`config.mk`:
```
export PLATFORM = sky130hd
export DESIGN_NAME = codepage_transcoder
export DESIGN_NICKNAME = d
export VERILOG_FILES = /design/src/rtl/cpt_pkg.sv /design/src/rtl/cpt_front.sv /design/src/rtl/cpt_fifo.sv /design/src/rtl/cpt_back.sv /design/src/rtl/codepage_transcoder.sv
export SDC_FILE = /design/constraint.sdc
export NUM_CORES = 1
export LEC_CHECK = 0
export ABC_AREA = 1
export BUFFER_PORTS_ARGS = -buffer_cell sky130_fd_sc_hd__buf_2
export CORE_MARGIN = 1
export CORE_UTILIZATION = 63
export DETAILED_ROUTE_END_ITERATION = 8
export GPL_ROUTABILITY_DRIVEN = 0
export GPL_TIMING_DRIVEN = 0
export PLACE_DENSITY = 0.9
export SLEW_MARGIN = 10
export SYNTH_ARGS = -nofsm -noshare
export SYNTH_HDL_FRONTEND = slang
export SYNTH_SLANG_ARGS = --single-unit
```
`constraint.sdc`:
```
create_clock -name clk -period 11 [get_ports clk]
set_clock_uncertainty 0.05 [all_clocks]
set_input_delay 1.1 -clock clk [delete_from_list [all_inputs] [get_ports clk]]
set_output_delay 1.1 -clock clk [all_outputs]
set_load 0.005 [all_outputs]
```
`src/rtl/cpt_pkg.sv`:
```
// ============================================================================
// cpt_pkg: shared types and constants of the codepage transcoder
// Encoding codes, configuration register indexes, queue depth and the
// structs passed between the front, the queue and the back.
// ============================================================================
package cpt_pkg;

  // source encodings
  localparam logic [1:0] IN_RAW     = 2'd0;
  localparam logic [1:0] IN_UTF8    = 2'd1;
  localparam logic [1:0] IN_CP1251  = 2'd2;
  localparam logic [1:0] IN_UTF16LE = 2'd3;

  // target encodings; codes five to seven behave as raw
  localparam logic [2:0] OUT_RAW     = 3'd0;
  localparam logic [2:0] OUT_UTF8    = 3'd1;
  localparam logic [2:0] OUT_CP1251  = 3'd2;
  localparam logic [2:0] OUT_UTF16LE = 3'd3;
  localparam logic [2:0] OUT_UTF16BE = 3'd4;

  // configuration register indexes
  localparam logic [1:0] REG_IN_CODE      = 2'd0;
  localparam logic [1:0] REG_OUT_CODE     = 2'd1;
  localparam logic [1:0] REG_OUTPUT_LIMIT = 2'd2;

  // reset values of the registers
  localparam logic [1:0]  IN_CODE_RST      = IN_UTF8;
  localparam logic [2:0]  OUT_CODE_RST     = OUT_UTF8;
  localparam logic [15:0] OUTPUT_LIMIT_RST = 16'hFFFF;

  // room for the bytes of one source byte: up to three for a character, up to two zeros
  localparam int MaxBytes  = 5;
  localparam int CntW      = $clog2(MaxBytes + 1);
  localparam int IdxW      = $clog2(MaxBytes);
  localparam int QDepth    = 4;
  localparam int QPtrW     = $clog2(QDepth);
  localparam int QCntW     = $clog2(QDepth + 1);

  typedef struct packed {
    logic [1:0]  in_code;
    logic [2:0]  out_code;
    logic [15:0] output_limit;
  } cpt_cfg_t;

  // one queued job: the bytes to send for one source byte, first in [0]
  typedef struct packed {
    logic [CntW-1:0]           count;
    logic [MaxBytes-1:0][7:0]  bytes;
  } cpt_job_t;

endpackage

```
`src/rtl/cpt_front.sv`:
```
// ============================================================================
// cpt_front: decode, encode and budget stage
// Takes one source byte per transfer, tracks the partial character and the
// output byte budget, and builds the complete byte job for the queue.
// ============================================================================
module cpt_front (
  input  logic               clk,
  input  logic               rst,
  input  cpt_pkg::cpt_cfg_t  cfg,
  input  logic               clear,
  input  logic               in_valid,
  input  logic [7:0]         in_byte,
  input  logic               in_last,
  input  logic               q_full,
  output logic               in_ready,
  output logic               push,
  output cpt_pkg::cpt_job_t  job
);
  import cpt_pkg::*;

  logic [15:0] partial_char, partial_char_next;
  logic [1:0]  bytes_left, bytes_left_next;
  logic [15:0] bytes_emitted, bytes_emitted_next;

  logic        have;
  logic [15:0] ch;
  logic [2:0][7:0] cb;
  logic [1:0]  ck;
  logic        emit;
  logic [16:0] sum1;
  logic [15:0] e1;
  logic [16:0] sum2;
  logic [15:0] e2;
  logic        term1, term2;
  logic        accept;

  function automatic logic [15:0] from_cp1251(input logic [7:0] b);
    logic [15:0] r;
    r = {8'h00, b};
    if (b >= 8'hC0) r = {8'h00, b} + 16'h0350;
    else begin
      case (b)
        8'hB2:   r = 16'h0406;
        8'hAF:   r = 16'h0407;
        8'hB3:   r = 16'h0456;
        8'hBF:   r = 16'h0457;
        default: r = {8'h00, b};
      endcase
    end
    return r;
  endfunction

  function automatic logic [7:0] to_cp1251(input logic [15:0] v);
    logic [15:0] d;
    logic [7:0]  r;
    d = v - 16'h0350;
    r = v[7:0];
    if (v >= 16'h0410 && v <= 16'h044F) r = d[7:0];
    else begin
      case (v)
        16'h0406: r = 8'hB2;
        16'h0407: r = 8'hAF;
        16'h0456: r = 8'hB3;
        16'h0457: r = 8'hBF;
        default:  r = v[7:0];
      endcase
    end
    return r;
  endfunction

  assign in_ready = !q_full;
  assign accept   = in_valid && in_ready;

  // decode
  always_comb begin
    partial_char_next = partial_char;
    bytes_left_next   = bytes_left;
    have = 1'b0;
    ch   = 16'h0000;
    case (cfg.in_code)
      IN_UTF8: begin
        if (bytes_left == 2'd0) begin
          if (in_byte inside {[8'd192:8'd223]}) begin
            partial_char_next = {8'h00, in_byte - 8'd192};
            bytes_left_next   = 2'd1;
          end else if (in_byte inside {[8'd224:8'd239]}) begin
            partial_char_next = {8'h00, in_byte - 8'd224};
            bytes_left_next   = 2'd2;
          end else begin
            ch   = {8'h00, in_byte};
            have = 1'b1;
          end
        end else begin
          // continuation bytes are not checked
          partial_char_next = {partial_char[9:0], 6'b0} + {8'h00, in_byte} - 16'd128;
          bytes_left_next   = bytes_left - 2'd1;
          if (bytes_left == 2'd1) begin
            ch   = partial_char_next;
            have = 1'b1;
          end
        end
      end
      IN_CP1251: begin
        ch   = from_cp1251(in_byte);
        have = 1'b1;
      end
      IN_UTF16LE: begin
        if (bytes_left == 2'd0) begin
          partial_char_next = {8'h00, in_byte};
          bytes_left_next   = 2'd1;
        end else begin
          ch   = {in_byte, partial_char[7:0]};
          bytes_left_next = 2'd0;
          have = 1'b1;
        end
      end
      default: begin
        ch   = {8'h00, in_byte};
        have = 1'b1;
      end
    endcase
  end

  // encode
  always_comb begin
    cb = '0;
    ck = 2'd1;
    case (cfg.out_code)
      OUT_UTF8: begin
        if (ch < 16'd128) begin
          cb[0] = ch[7:0];
        end else if (ch < 16'd2048) begin
          cb[0] = 8'd192 + {3'b000, ch[10:6]};
          cb[1] = 8'd128 + {2'b00, ch[5:0]};
          ck    = 2'd2;
        end else begin
          cb[0] = 8'd224 + {4'h0, ch[15:12]};
          cb[1] = 8'd128 + {2'b00, ch[11:6]};
          cb[2] = 8'd128 + {2'b00, ch[5:0]};
          ck    = 2'd3;
        end
      end
      OUT_CP1251: cb[0] = to_cp1251(ch);
      OUT_UTF16LE: begin
        cb[0] = ch[7:0];
        cb[1] = ch[15:8];
        ck    = 2'd2;
      end
      OUT_UTF16BE: begin
        cb[0] = ch[15:8];
        cb[1] = ch[7:0];
        ck    = 2'd2;
      end
      default: cb[0] = ch[7:0];
    endcase
  end

  // budget: a character starts only below the limit, then may overshoot
  always_comb begin
    emit  = have && (bytes_emitted < cfg.output_limit);
    sum1  = {1'b0, bytes_emitted} + {15'b0, ck};
    e1    = bytes_emitted;
    if (emit) e1 = sum1[16] ? 16'hFFFF : sum1[15:0];
    term1 = in_last && (e1 < cfg.output_limit);
    sum2  = {1'b0, e1} + 17'd1;
    e2    = sum2[16] ? 16'hFFFF : sum2[15:0];
    term2 = term1 && (cfg.out_code == OUT_UTF16LE || cfg.out_code == OUT_UTF16BE)
            && (e2 < cfg.output_limit);
    bytes_emitted_next = in_last ? 16'h0000 : e1;
  end

  // bytes past the character are zero, which also gives the terminators
  always_comb begin
    job.bytes = '0;
    if (emit) begin
      job.bytes[0] = cb[0];
      job.bytes[1] = cb[1];
      job.bytes[2] = cb[2];
    end
    job.count = (emit ? CntW'(ck) : CntW'(0)) + CntW'(term1) + CntW'(term2);
  end

  assign push = accept && (job.count != '0);

  always_ff @(posedge clk) begin
    if (rst || clear) begin
      partial_char  <= '0;
      bytes_left    <= '0;
    end else if (accept) begin
      partial_char  <= in_last ? 16'h0000 : partial_char_next;
      bytes_left    <= in_last ? 2'd0 : bytes_left_next;
    end
    if (rst) begin
      bytes_emitted <= '0;
    end else if (accept) begin
      bytes_emitted <= bytes_emitted_next;
    end
  end

endmodule

```
`src/rtl/cpt_fifo.sv`:
```
// ============================================================================
// cpt_fifo: job queue between front and back
// Small first-in first-out store of complete byte jobs.
// ============================================================================
module cpt_fifo (
  input  logic               clk,
  input  logic               rst,
  input  logic               push,
  input  cpt_pkg::cpt_job_t  wr_job,
  input  logic               pop,
  output cpt_pkg::cpt_job_t  rd_job,
  output logic               full,
  output logic               empty
);
  import cpt_pkg::*;

  cpt_job_t           mem [QDepth];
  logic [QPtrW-1:0]   wr_ptr;
  logic [QPtrW-1:0]   rd_ptr;
  logic [QCntW-1:0]   cnt;

  assign full   = (cnt == QCntW'(QDepth));
  assign empty  = (cnt == '0);
  assign rd_job = mem[rd_ptr];

  always_ff @(posedge clk) begin
    if (push) mem[wr_ptr] <= wr_job;
  end

  always_ff @(posedge clk) begin
    if (rst) begin
      wr_ptr <= '0;
      rd_ptr <= '0;
      cnt    <= '0;
    end else begin
      if (push) wr_ptr <= wr_ptr + QPtrW'(1);
      if (pop)  rd_ptr <= rd_ptr + QPtrW'(1);
      if (push && !pop)      cnt <= cnt + QCntW'(1);
      else if (pop && !push) cnt <= cnt - QCntW'(1);
    end
  end

endmodule

```
`src/rtl/cpt_back.sv`:
```
// ============================================================================
// cpt_back: byte serializer
// Sends the bytes of the head job one per transfer, marking the last one.
// ============================================================================
module cpt_back (
  input  logic               clk,
  input  logic               rst,
  input  cpt_pkg::cpt_job_t  head,
  input  logic               q_empty,
  output logic               pop,
  output logic               out_valid,
  input  logic               out_ready,
  output logic [7:0]         out_byte,
  output logic               out_last
);
  import cpt_pkg::*;

  logic [IdxW-1:0] idx;
  logic            xfer;

  assign out_valid = !q_empty;
  assign out_byte  = head.bytes[idx];
  assign out_last  = (CntW'(idx) == (head.count - CntW'(1)));
  assign xfer      = out_valid && out_ready;
  assign pop       = xfer && out_last;

  always_ff @(posedge clk) begin
    if (rst) begin
      idx <= '0;
    end else if (pop) begin
      idx <= '0;
    end else if (xfer) begin
      idx <= idx + IdxW'(1);
    end
  end

endmodule

```
`src/rtl/codepage_transcoder.sv`:
```
// ============================================================================
// codepage_transcoder: byte-serial character transcoder
// Decodes raw, UTF-8, CP1251 or UTF-16LE source bytes and re-encodes them as
// raw, UTF-8, CP1251, UTF-16LE or UTF-16BE, with an output byte budget and a
// zero terminator on the last source byte.
// ============================================================================
// Source bytes come in on the s_axis side, one per transfer, with tlast on
// the final byte of a string. Each source byte yields zero to four output
// bytes on m_axis; tlast there marks the last byte caused by one source
// byte. The front stage accepts a source byte every cycle while its
// four-entry job queue has room; the back stage sends one output byte per
// cycle while m_axis_tready is high and the queue holds a job, so the
// sustained rate is set by the output port, which must carry every byte
// that a source byte yields (one for a plain ASCII byte, up to four for a
// three-byte UTF-8 character plus terminator or a UTF-16 unit plus two
// zeros). Configuration writes are never stalled (cfg_ready is always
// high) and must only happen while the block is idle; writing in_code
// drops any partial character.
module codepage_transcoder (
  input  logic        clk,
  input  logic        rst,
  // source bytes
  input  logic        s_axis_tvalid,
  output logic        s_axis_tready,
  input  logic [7:0]  s_axis_tdata,   // [7:0] in_byte
  input  logic        s_axis_tlast,   // in_last
  // encoded bytes
  output logic        m_axis_tvalid,
  input  logic        m_axis_tready,
  output logic [7:0]  m_axis_tdata,   // [7:0] out_byte
  output logic        m_axis_tlast,   // out_last
  // register writes: 0 in_code, 1 out_code, 2 output_limit
  input  logic        cfg_valid,
  output logic        cfg_ready,
  input  logic [1:0]  cfg_index,
  input  logic [15:0] cfg_data
);
  import cpt_pkg::*;

  cpt_cfg_t cfg;
  logic     cfg_wr;
  logic     clear;
  logic     q_full, q_empty;
  logic     push, pop;
  cpt_job_t wr_job, head;

  assign cfg_ready = 1'b1;
  assign cfg_wr    = cfg_valid && cfg_ready;
  // a new source encoding restarts character assembly
  assign clear     = cfg_wr && (cfg_index == REG_IN_CODE);

  always_ff @(posedge clk) begin
    if (rst) begin
      cfg.in_code      <= IN_CODE_RST;
      cfg.out_code     <= OUT_CODE_RST;
      cfg.output_limit <= OUTPUT_LIMIT_RST;
    end else if (cfg_wr) begin
      case (cfg_index)
        REG_IN_CODE:      cfg.in_code      <= cfg_data[1:0];
        REG_OUT_CODE:     cfg.out_code     <= cfg_data[2:0];
        REG_OUTPUT_LIMIT: cfg.output_limit <= cfg_data;
        default: ;        // index beyond the list: ignored
      endcase
    end
  end

  // front: decode, encode, budget; one job per source byte
  cpt_front u_front (
    .clk      (clk),
    .rst      (rst),
    .cfg      (cfg),
    .clear    (clear),
    .in_valid (s_axis_tvalid),
    .in_byte  (s_axis_tdata),
    .in_last  (s_axis_tlast),
    .q_full   (q_full),
    .in_ready (s_axis_tready),
    .push     (push),
    .job      (wr_job)
  );

  // jobs with no bytes are never queued
  cpt_fifo u_fifo (
    .clk    (clk),
    .rst    (rst),
    .push   (push),
    .wr_job (wr_job),
    .pop    (pop),
    .rd_job (head),
    .full   (q_full),
    .empty  (q_empty)
  );

  // back: one byte per transfer
  cpt_back u_back (
    .clk       (clk),
    .rst       (rst),
    .head      (head),
    .q_empty   (q_empty),
    .pop       (pop),
    .out_valid (m_axis_tvalid),
    .out_ready (m_axis_tready),
    .out_byte  (m_axis_tdata),
    .out_last  (m_axis_tlast)
  );

endmodule

```
==> metrics.md, run 1 <==
| Metric | Value |
|---|---|
| WS Path Type | `in -> reg` |
| Crit path arrival time | `10690 ps` |
| Pin count of the biggest net entering global routing | `27` |
| Top_reg_cell synth | `edfxtp_1` |
| Layout cell share with drive strength beyond 1 | `10.9%` |
| Area Growth Syn to Fin | `10.3%` |
| Initial Utilization | `about two thirds` |
| Fillers | `1258` |
| DP Wirelength | `21300 um` |
| Most common cell after layout, fill and taps aside | `nand2_1` |
| HP Class | `reg -> reg` |
| Peak VDD IR | `0.143 mV` |
| Multi-input combinational cell area | `5730 um2` |
| Vias after detailed routing | `10400` |
| Post-synth EDFFs | `104` |
| Leak | `roughly 5.3 nW` |
| Hold bufs inserted after CTS | `0` |
| Syn_nets | `roughly 1500` |
| Worst setup SP type | `input pin` |
| Die Width | `134 um` |
| Synthesized area | `about 11000 um2` |
| Clock Root Buffer | `clkbuf_16` |
| Sequential fraction of the synthesis area | `39.9%` |
| Rows | `47` |
| Dpl cells | `between 1500 and 2000` |
| Initial antenna violation count | `0` |
| IO Pins | `44` |
| Die Ht | `roughly 130 um` |
| DR iter-0 viols | `1226` |
| RSZ-0062 raised after global routing | `no` |
| Max H-tree Level | `4` |
| Most frequent cells in the layout | `nand2_1, inv_1, nor2_1` |
| Num CTS Buffers | `17` |
| Setup violators final | `0` |
| Total GRT Usage | `around 35%` |
| CP max stage cell | `o22ai_1` |
| R2R depth | `54` |
| DRC | `0` |
| Core ar. | `16800 um2` |
| Area of the die | `17800 um2` |
| Min-Delay Path Depth | `2` |
| Vias in the first global route | `9886` |
| Crit path time final | `roughly 10000 ps` |
| Setup WS post-layout | `591 ps` |
| CTS tree | `built` |
| P per Cell Area | `210 nW/um2` |
| FMAX | `a little under 100 MHz` |
| Status | `completed` |
| Slowest stage delay, CP | `around 450 ps` |
| Clk buf depth | `2` |
| Critical path launch point | `s_axis_tdata[7]` |
| Avg Cell Area, Syn | `7.95 um2` |
| Count of cell types in the netlist | `60` |
| Clk_lat worst skew | `450 ps` |
| Reg clk slew, reported paths | `70 ps` |
| Hold Fails Final Rpt | `0` |
| Max-slew violations | `0` |
| End of the worst hold path | `u_front.partial_char[9]` |
| Fin nets | `about 1500` |
| Sequential Area | `around 4300 um2` |
| Reg2reg start | `u_front.partial_char[1]` |
| First-pass GRT wire length | `48200 um` |
| Worst slack, placed | `-106 ps` |
| Slew HR | `about a quarter` |
| Vias/cell | `roughly 6.3` |
| Mapped Cells | `around 1400` |
| Syn. warnings | `0` |
| Clock sink count | `165` |
| Reg2Reg Setup Slack | `1320 ps` |
| Final std cells w/o fill | `1667` |
| DR WL/cell | `between 15 and 20 um` |
| Crit path required time | `11280 ps` |
| Total gr overflow | `0` |
| Crit-path max FO | `10` |
| FFs w/ async S/R, synth | `0%` |
| Worst-Margin Slew | `1110 ps` |
| Yosys reg bits | `165` |
| IO Port Bufs | `41` |
| Ant diodes | `0` |
| Routed WL | `29800 um` |
| Worst hold slack | `436 ps` |
| Max-cap violation count | `0` |
| Post-route ant nets | `0` |
| Drt pass-1 iters | `9` |
| Worst r2r dst | `u_fifo.cnt[2]` |
| Hold Crit Start | `u_front.partial_char[9]` |
| Crit. End Element | `flop` |
| Fin crit share | `a little over nine tenths` |
## state kept, by name (all words and copies together), names as in the netlist, named ones only
name and flops:
cfg 21, u_back.idx 3, u_fifo.cnt 3, u_fifo.mem 104
u_fifo.rd_ptr 2, u_fifo.wr_ptr 2, u_front.bytes_emitted 16, u_front.bytes_left 2
u_front.partial_char 10
## metrics by stage
step | total power [mW] | cell area, um2 | util [%] | TNS (ps)
after global routing | 2.67 | 12000 | 71.7 | 0
final | 2.53 | 12000 | 71.7 | 0
after floorplan | 1.59 | 10900 | - | 0
after global placement | 1.83 | 11400 | 67.9 | -28220
after CTS | 2.48 | 12000 | 71.5 | 0
after detailed placement | 1.90 | 11400 | 68.1 | -210
## metal layers
metal	wire, um	vias up	GRT usage, %
met3	3210	170	6.70
met4	1320	0	16.7
met2	13700	722	56.6
met1	11500	4715	43.9
li1	-	4842	-
met5	0	-	0
## power breakdown
group          switching, mW  leakage, nW  internal (mW)
sequential            0.0471         1.47          0.825
combinational          0.721         3.55          0.343
clock                  0.289        0.275          0.303
total                   1.06         5.30           1.47
## synthesized netlist by cell type, drive strengths merged, types with 2 or more instances
library cell	n	area, um2
clkbuf	32	121
ha	77	963
o21ai	120	634
nand2	289	1160
dfxtp	61	1220
nor2	149	597
or2	5	31.3
buf	10	83.8
o221ai	16	146
fa	4	80.1
o211ai	26	200
a31oi	9	56.3
o21bai	2	15.0
o22ai	17	106
nand4	12	81.3
a21boi	2	15.0
a21oi	100	519
o31ai	2	15.0
edfxtp	104	3120
xnor2	5	43.8
clkinv	3	11.3
a211oi	11	82.6
nor4	3	18.8
a32o	9	90.1
o2111ai	2	17.5
a22oi	2	15.0
nand3	76	418
xor2	19	166
nor3	24	143
inv	171	644
nor3b	2	26.3
## critical path: cells and delay by family
family,cells,cell delay (ps)
compound gates,8,1770
fa+ha+maj,11,3020
buf+inv,11,1380
simple gates,26,3380
## how the worst max path moves through the flow
stage	end	slack (ps)
floorplan	u_fifo.cnt[1]	1840
global placement	u_fifo.mem[0][20]	-300
detailed placement	u_fifo.cnt[1]	-110
CTS	u_fifo.cnt[2]	100
global route	u_fifo.cnt[2]	100
finish	u_fifo.cnt[2]	590
## area by class of cell
type | instances | area share (%)
inverters | 174 | 5.46
plain buffers | 42 | 1.71
repair buffers | 44 | 1.90
clock buffers | 17 | 3.54
well taps | 220 | 2.29
multi-input cells | 990 | 47.7
clock inverters | 15 | 1.25
flip-flops and latches | 165 | 36.2
## logic make-up after synthesis
logic type / after synthesis / share of synthesized area [%]
other: 1 / 0.0344
DFF: 165 / 39.9
adders and majority gates: 81 / 9.58
buffers and inverters: 216 / 7.90
xor gates and xnor gates: 24 / 1.93
and+or+nand+nor: 562 / 22.8
AOI/OAI and AO/OA: 322 / 17.9
## repair_timing
item,in CTS,in global routing
endpoints found under the setup margin,0,3
resized for setup,0,1
buffers inserted,0,3
Note: power is estimated with default switching activity, not from simulation.
==> inputs of run 2 (changes only) <==
BUFFER_PORTS_ARGS = -buffer_cell sky130_fd_sc_hd__buf_4   (was -buffer_cell sky130_fd_sc_hd__buf_2)
clock period = 10 ns   (was 11 ns; I/O delays follow)
==> run 2 against run 1 <==
Effect of this change:
- sequential power grew 10%
- first-iteration DRC count grew 21%
- worst hold slack lost 0.64 ps
- final cell count grew 0.30%
- power grew 12%
- via count grew 0.74%
- wire length grew 0.15%
- global-route usage shrank 0.40 points
- non-clock buffer count grew 5
- combinational power grew 15%
- die area is the same
- largest power group unchanged
- highest routed layer unchanged
==> metrics.md, run 2 (synthesis results as in run 1) <==
| Metric | Value |
|---|---|
| Status | `completed` |
| Layout cell share with drive strength beyond 1 | `11.8% (+0.93 points)` |
| Register name with the most flops | `u_fifo.mem` |
| Num CTS Buffers | `17 (unchanged)` |
| Clock sink count | `165 (unchanged)` |
| Pin count of the biggest net entering global routing | `27 (unchanged)` |
| Crit-path max FO | `26 (+16)` |
| CP max stage cell | `nor2_4` |
| Hold Fails Final Rpt | `0 (unchanged)` |
| Clk buf depth | `2 (unchanged)` |
| Setup WS post-layout | `461 ps (-130 ps)` |
| Area of the die | `17800 um2 (unchanged)` |
| Crit. End Element | `flop` |
| Vias after detailed routing | `10500 (+0.74%)` |
| IO Port Bufs | `41 (unchanged)` |
| Total GRT Usage | `34.1% (-0.40 points)` |
| Initial antenna violation count | `0 (unchanged)` |
| Die Ht | `134 um (unchanged)` |
| Crit path top cell by count | `inv_1` |
| Vias in the first global route | `9762 (-1.3%)` |
| Slowest stage delay, CP | `660 ps (+210 ps)` |
| DRC | `0 (unchanged)` |
| P per Cell Area | `232 nW/um2 (+10%)` |
| DP Wirelength | `21200 um (-0.39%)` |
| Ant diodes | `0 (unchanged)` |
| Max H-tree Level | `4 (unchanged)` |
| WS Path Type | `in -> reg` |
| Initial Utilization | `65.0% (unchanged)` |
| Core ar. | `16800 um2 (unchanged)` |
| Worst-Margin Slew | `1190 ps (+77.6 ps)` |
| Post-DP Area | `11500 um2 (+0.90%)` |
| Delay-heaviest family, CP | `simple AND/OR/NAND/NOR gates` |
| Fin nets | `1552 (+0.32%)` |
| IO Pins | `44 (unchanged)` |
| HP Class | `reg -> reg` |
| Seq pwr share | `33.9% (-0.6 points)` |
| Crit path time final | `9540 ps` |
| Setup violators final | `0 (unchanged)` |
| Routed WL | `29800 um (+0.15%)` |
| Vias/cell | `6.30 (+0.44%)` |
| DR iter-0 viols | `1489 (+21%)` |
| Area Growth Syn to Fin | `12.2%` |
| Post-route ant nets | `0 (unchanged)` |
| Worst slack, placed | `-948 ps (-842 ps)` |
| Slew HR | `20.6% (-5.2 points)` |
| FMAX | `105 MHz` |
| Number of flip-flops in the largest register | `104 (unchanged)` |
| Drt pass-1 iters | `8 (-1)` |
| Met2 Usage GRT | `56.3% (-0.32 points)` |
| DR WL/cell | `17.8 um (-0.15%)` |
| Crit path arrival time | `9550 ps (-1140 ps)` |
| Most frequent cells in the layout | `nand2_1, inv_1, nor2_1` |
| Max-cap violation count | `0 (unchanged)` |
| Switching power | `1.16 mW (+9.7%)` |
| Leak | `5.37 nW (+1.5%)` |
| Max-slew violations | `0 (unchanged)` |
| Rows | `47 (unchanged)` |
| First-pass GRT wire length | `47500 um (-1.4%)` |
| Biggest regs | `u_fifo.mem x104, cfg x21, u_front.bytes_emitted x16` |
| Reg clk slew, reported paths | `70 ps (about the same)` |
| CTS tree | `built` |
| Clk_lat worst skew | `440 ps (about the same)` |
| GR peak layer | `met2` |
| Met3 usage | `7.95% (+1.3 points)` |
| Sw Share | `40.9% (-0.89 points)` |
| Fin crit share | `between 90% and 100%` |
| P_int | `1.67 mW (+14%)` |
| Clock power frac | `23.1% (-0.3 points)` |
| Most common cell after layout, fill and taps aside | `nand2_1` |
| Met1 Track Usage GR | `43.2% (-0.67 points)` |
| Peak VDD IR | `0.164 mV (+15%)` |
| Clock Root Buffer | `clkbuf_16` |
| Worst setup SP type | `input pin` |
| Logic pwr share | `43.1% (+1.0 points)` |
| CP bufs+invs | `12 (+1)` |
| Die Width | `134 um (unchanged)` |
| Crit path required time | `10020 ps (-1260 ps)` |
| Total gr overflow | `0 (unchanged)` |
| Cell area after layout | `12200 um2 (+1.7%)` |
run 2: changes by cell type in the layout (fill, tap and decap cells not counted), sizes merged:
cell,previous run,this run
bufinv,0,1
clkinvlp,3,2
clkinv,5,8
inv,181,178
buf,54,59
run 2: final timing paths:
kind	from	slack [ps]	endpoint	cells after the start
max	s_axis_tdata[7]	460	u_fifo.mem[0][7]	49
min	u_front.partial_char[9]	440	u_front.partial_char[9]	2
max reg2reg	u_front.partial_char[1]	1130	u_fifo.mem[0][7]	47
min reg2reg	u_front.partial_char[9]	440	u_front.partial_char[9]	2
run 2: through the flow:
step	total power [mW]	TNS, ps	hold WS (ps)	std cells	util (%)
after floorplan	1.75	0	386	1371	-
after global placement	2.04	-121610	400	1632	68.5
after detailed placement	2.11	-52770	408	1632	68.7
after CTS	2.77	0	437	1665	72.3
after global routing	2.99	-56.4	454	1672	72.9
final	2.83	0	436	1672	72.9
run 2: metal layers:
metal / vias up / wire length [um]
met5: - / 0
met4: 0 / 1070
met3: 143 / 3220
met2: 715 / 14100
met1: 4817 / 11400
li1: 4851 / -
run 2: repair_timing:
action                                  CTS  global route
hold buffers                              0             0
gates resized for setup                   1            15
setup buffers                             1             7
endpoints found under the setup margin  107           109
pin swaps                                 1             2
run 2: area by class of cell:
class | instances | area [um2]
plain buffers | 42 | 205
clock buffers | 17 | 425
clock inverters | 15 | 168
fillers | 1218 | 4540
inverters | 174 | 656
multi-input cells | 990 | 5780
flip-flops and latches | 165 | 4340
well taps | 220 | 275
repair buffers | 49 | 368
run 2: worst reg2reg max path, delay by kind of cell, from the launching register on:
kind	cells	cell delay, ps
flops	1	310
simple gates	19	3150
compound gates	9	1300
buf+inv	10	1220
fa+ha+maj	9	2460
run 2: power by group through the flow:
stage | combinational [mW] | sequential (mW) | clock, mW
2_1_floorplan | 0.793 | 0.956 | 0
3_3_place_gp | 1.07 | 0.968 | 0
3_5_place_dp | 1.14 | 0.971 | 0
4_1_cts | 1.16 | 0.958 | 0.652
5_1_grt | 1.34 | 0.967 | 0.686
6_report | 1.22 | 0.960 | 0.653
==> inputs of run 3 (changes only) <==
==> constraint.sdc (replaced) <==
create_clock -name clk -period 10 [get_ports clk]
set_clock_uncertainty 0.05 [all_clocks]
set_input_delay 1.5 -clock clk [delete_from_list [all_inputs] [get_ports clk]]
set_output_delay 1.5 -clock clk [all_outputs]
set_load 0.005 [all_outputs]
==> run 3 against run 2 <==
Effect of this change:
- register-to-register slack better by 220 ps
- first-iteration DRC count increased by 2.2%
- flip-flop and latch count is the same
- sequential power about the same
- fmax is 0.61% lower
- die area unchanged
==> metrics.md, run 3 (synthesis results as in run 1) <==
| Metric | Value |
|---|---|
| Status | `completed` |
| Register name with the most flops | `u_fifo.mem` |
| Worst-Margin Slew | `1190 ps (-2.59 ps)` |
| FMAX | `104 MHz (-0.61%)` |
| Area Growth Syn to Fin | `12.1% (about the same)` |
| Vias after detailed routing | `10500 (-0.24%)` |
| WS Path Type | `in -> reg` |
| Vias in the first global route | `9777 (+0.15%)` |
| Clock sink count | `165 (unchanged)` |
| Num CTS Buffers | `17 (unchanged)` |
| Fillers | `1223 (+0.41%)` |
| P per Cell Area | `231 nW/um2 (-0.16%)` |
| First-pass GRT wire length | `47500 um (about the same)` |
| Crit path required time | `10280 ps (+260 ps)` |
| CTS tree | `built` |
| Vias/cell | `6.30 (about the same)` |
| Most frequent cells in the layout | `nand2_1, inv_1, nor2_1` |
| Logic pwr share | `42.9% (-0.2 points)` |
| Layout cell share with drive strength beyond 1 | `11.9% (+0.10 points)` |
| Min-Delay Path Depth | `2 (unchanged)` |
| Routed WL | `29800 um (about the same)` |
| Max-slew violations | `0 (unchanged)` |
| Clock power frac | `23.1% (about the same)` |
| Hold Fails Final Rpt | `0 (unchanged)` |
| Sw Share | `41.0% (+0.11 points)` |
| Worst setup SP type | `input pin` |
| CP max stage cell | `fa_1` |
| Clock Root Buffer | `clkbuf_16` |
| Multi-input combinational cell area | `5800 um2 (+0.30%)` |
| DR iter-0 viols | `1522 (+2.2%)` |
| Slowest stage delay, CP | `400 ps (-260 ps)` |
| Reg clk slew, reported paths | `70 ps (about the same)` |
| Most common cell after layout, fill and taps aside | `nand2_1` |
| Total GRT Usage | `34.1% (about the same)` |
| IO Pins | `44 (unchanged)` |
| DR WL/cell | `17.9 um (+0.23%)` |
| Rows | `47 (unchanged)` |
| Setup WS post-layout | `403 ps (-58.6 ps)` |
| Setup violators final | `0 (unchanged)` |
| Reg2Reg Setup Slack | `1350 ps (+220 ps)` |
| Leak | `5.36 nW (-0.27%)` |
| Slew HR | `20.7% (+0.17 points)` |
| Sequential Area | `4340 um2 (unchanged)` |
| Clk_lat worst skew | `440 ps (about the same)` |
| Peak VDD IR | `0.164 mV (-0.23%)` |
| Post-DP Area | `11500 um2 (unchanged)` |
| Total gr overflow | `0 (unchanged)` |
| Biggest regs | `u_fifo.mem x104, cfg x21, u_front.bytes_emitted x16` |
| Crit path time final | `9600 ps (+58.6 ps)` |
| DRC | `0 (unchanged)` |
| Crit path arrival time | `9880 ps (+330 ps)` |
| Clk buf depth | `2 (unchanged)` |
| Drt pass-1 iters | `6 (-2)` |
| Seq pwr share | `33.9% (about the same)` |
| Die Width | `134 um (unchanged)` |
| P_int | `1.67 mW (-0.41%)` |
| Switching power | `1.16 mW (about the same)` |
| Hold Crit Start | `u_front.partial_char[9]` |
| Max H-tree Level | `4 (unchanged)` |
| End of the worst hold path | `u_front.partial_char[9]` |
| Pin count of the biggest net entering global routing | `27 (unchanged)` |
| Crit-path max FO | `10 (-62%)` |
| Crit path top cell by count | `nand2_1` |
| Worst r2r dst | `u_fifo.cnt[2]` |
| R2R depth | `58 (+23%)` |
| Fin crit share | `96.0% (+0.59 points)` |
| Post-route ant nets | `0 (unchanged)` |
| Crit. End Element | `flop` |
| Die Ht | `134 um (unchanged)` |
| Number of flip-flops in the largest register | `104 (unchanged)` |
| HP Class | `reg -> reg` |
| Worst slack, placed | `-1450 ps (-500 ps)` |
| DP Wirelength | `21200 um (unchanged)` |
| Area of the die | `17800 um2 (unchanged)` |
| Ant diodes | `0 (unchanged)` |
| Cell area after layout | `12200 um2 (about the same)` |
| Fin nets | `1548 (-0.26%)` |
| Reg2reg start | `u_front.partial_char[1]` |
| Max-cap violation count | `0 (unchanged)` |
| Initial Utilization | `65.0% (unchanged)` |
| Initial antenna violation count | `0 (unchanged)` |
| Core ar. | `16800 um2 (unchanged)` |
| IO Port Bufs | `41 (unchanged)` |
| Setup TNS | `0 ps (unchanged)` |
## run 3: metal layers
| metal | GRT usage [%] | share of wire (%) | up-vias |
|---|---|---|---|
| li1 | - | - | 4838 |
| met1 | 43.1 | 38 | 4801 |
| met2 | 56.5 | 47 | 715 |
| met3 | 7.80 | 11 | 147 |
| met4 | 13.7 | 3.6 | 0 |
| met5 | 0 | 0 | - |
## run 3: what timing repair did
item / CTS / global route
resized for setup: 7 / 18
hold buffers: 0 / 0
endpoints found under the setup margin: 109 / 109
setup buffers: 2 / 3
pin swaps: 3 / 3
## run 3: critical path: cells and delay by family
family	cells	cell delay, ps
simple gates	29	3350
fa+ha+maj	10	2720
compound gates	9	1290
buf+inv	11	1030
## run 3: cell type report
| type | instances | area share, % |
|---|---|---|
| flip-flops and latches | 165 | 35.6 |
| clock inverters | 15 | 1.37 |
| well taps | 220 | 2.25 |
| multi-input cells | 990 | 47.5 |
| repair buffers | 46 | 2.83 |
| clock buffers | 17 | 3.48 |
| inverters | 174 | 5.37 |
| plain buffers | 41 | 1.66 |
## run 3: metrics by stage
stage               hold WS [ps]  power, mW  util, %  cells
finish                       436       2.83     72.9   1668
detailed placement           408       2.11     68.7   1632
floorplan                    386       1.75        -   1371
global placement             400       2.04     68.5   1632
CTS                          437       2.77     72.5   1666
global route                 454       2.98     72.9   1668
## run 3: worst max-delay path by stage
stage                          from  cells past startpoint           endpoint  slack [ps]
finish              s_axis_tdata[7]                     59      u_fifo.cnt[2]         400
global route        s_axis_tdata[7]                     59      u_fifo.cnt[2]         -20
CTS                 s_axis_tdata[7]                     55      u_fifo.cnt[1]          20
detailed placement  s_axis_tdata[7]                     54      u_fifo.cnt[1]       -1450
global placement    s_axis_tdata[7]                     49  u_fifo.mem[0][21]       -1680
floorplan           s_axis_tdata[7]                     52      u_fifo.cnt[1]         440
## run 3: power by group through the flow
stage	registers (mW)	clock network (mW)	logic [mW]
2_1_floorplan	0.956	0	0.793
3_3_place_gp	0.968	0	1.07
3_5_place_dp	0.971	0	1.14
4_1_cts	0.958	0.652	1.16
5_1_grt	0.967	0.686	1.33
6_report	0.959	0.654	1.21
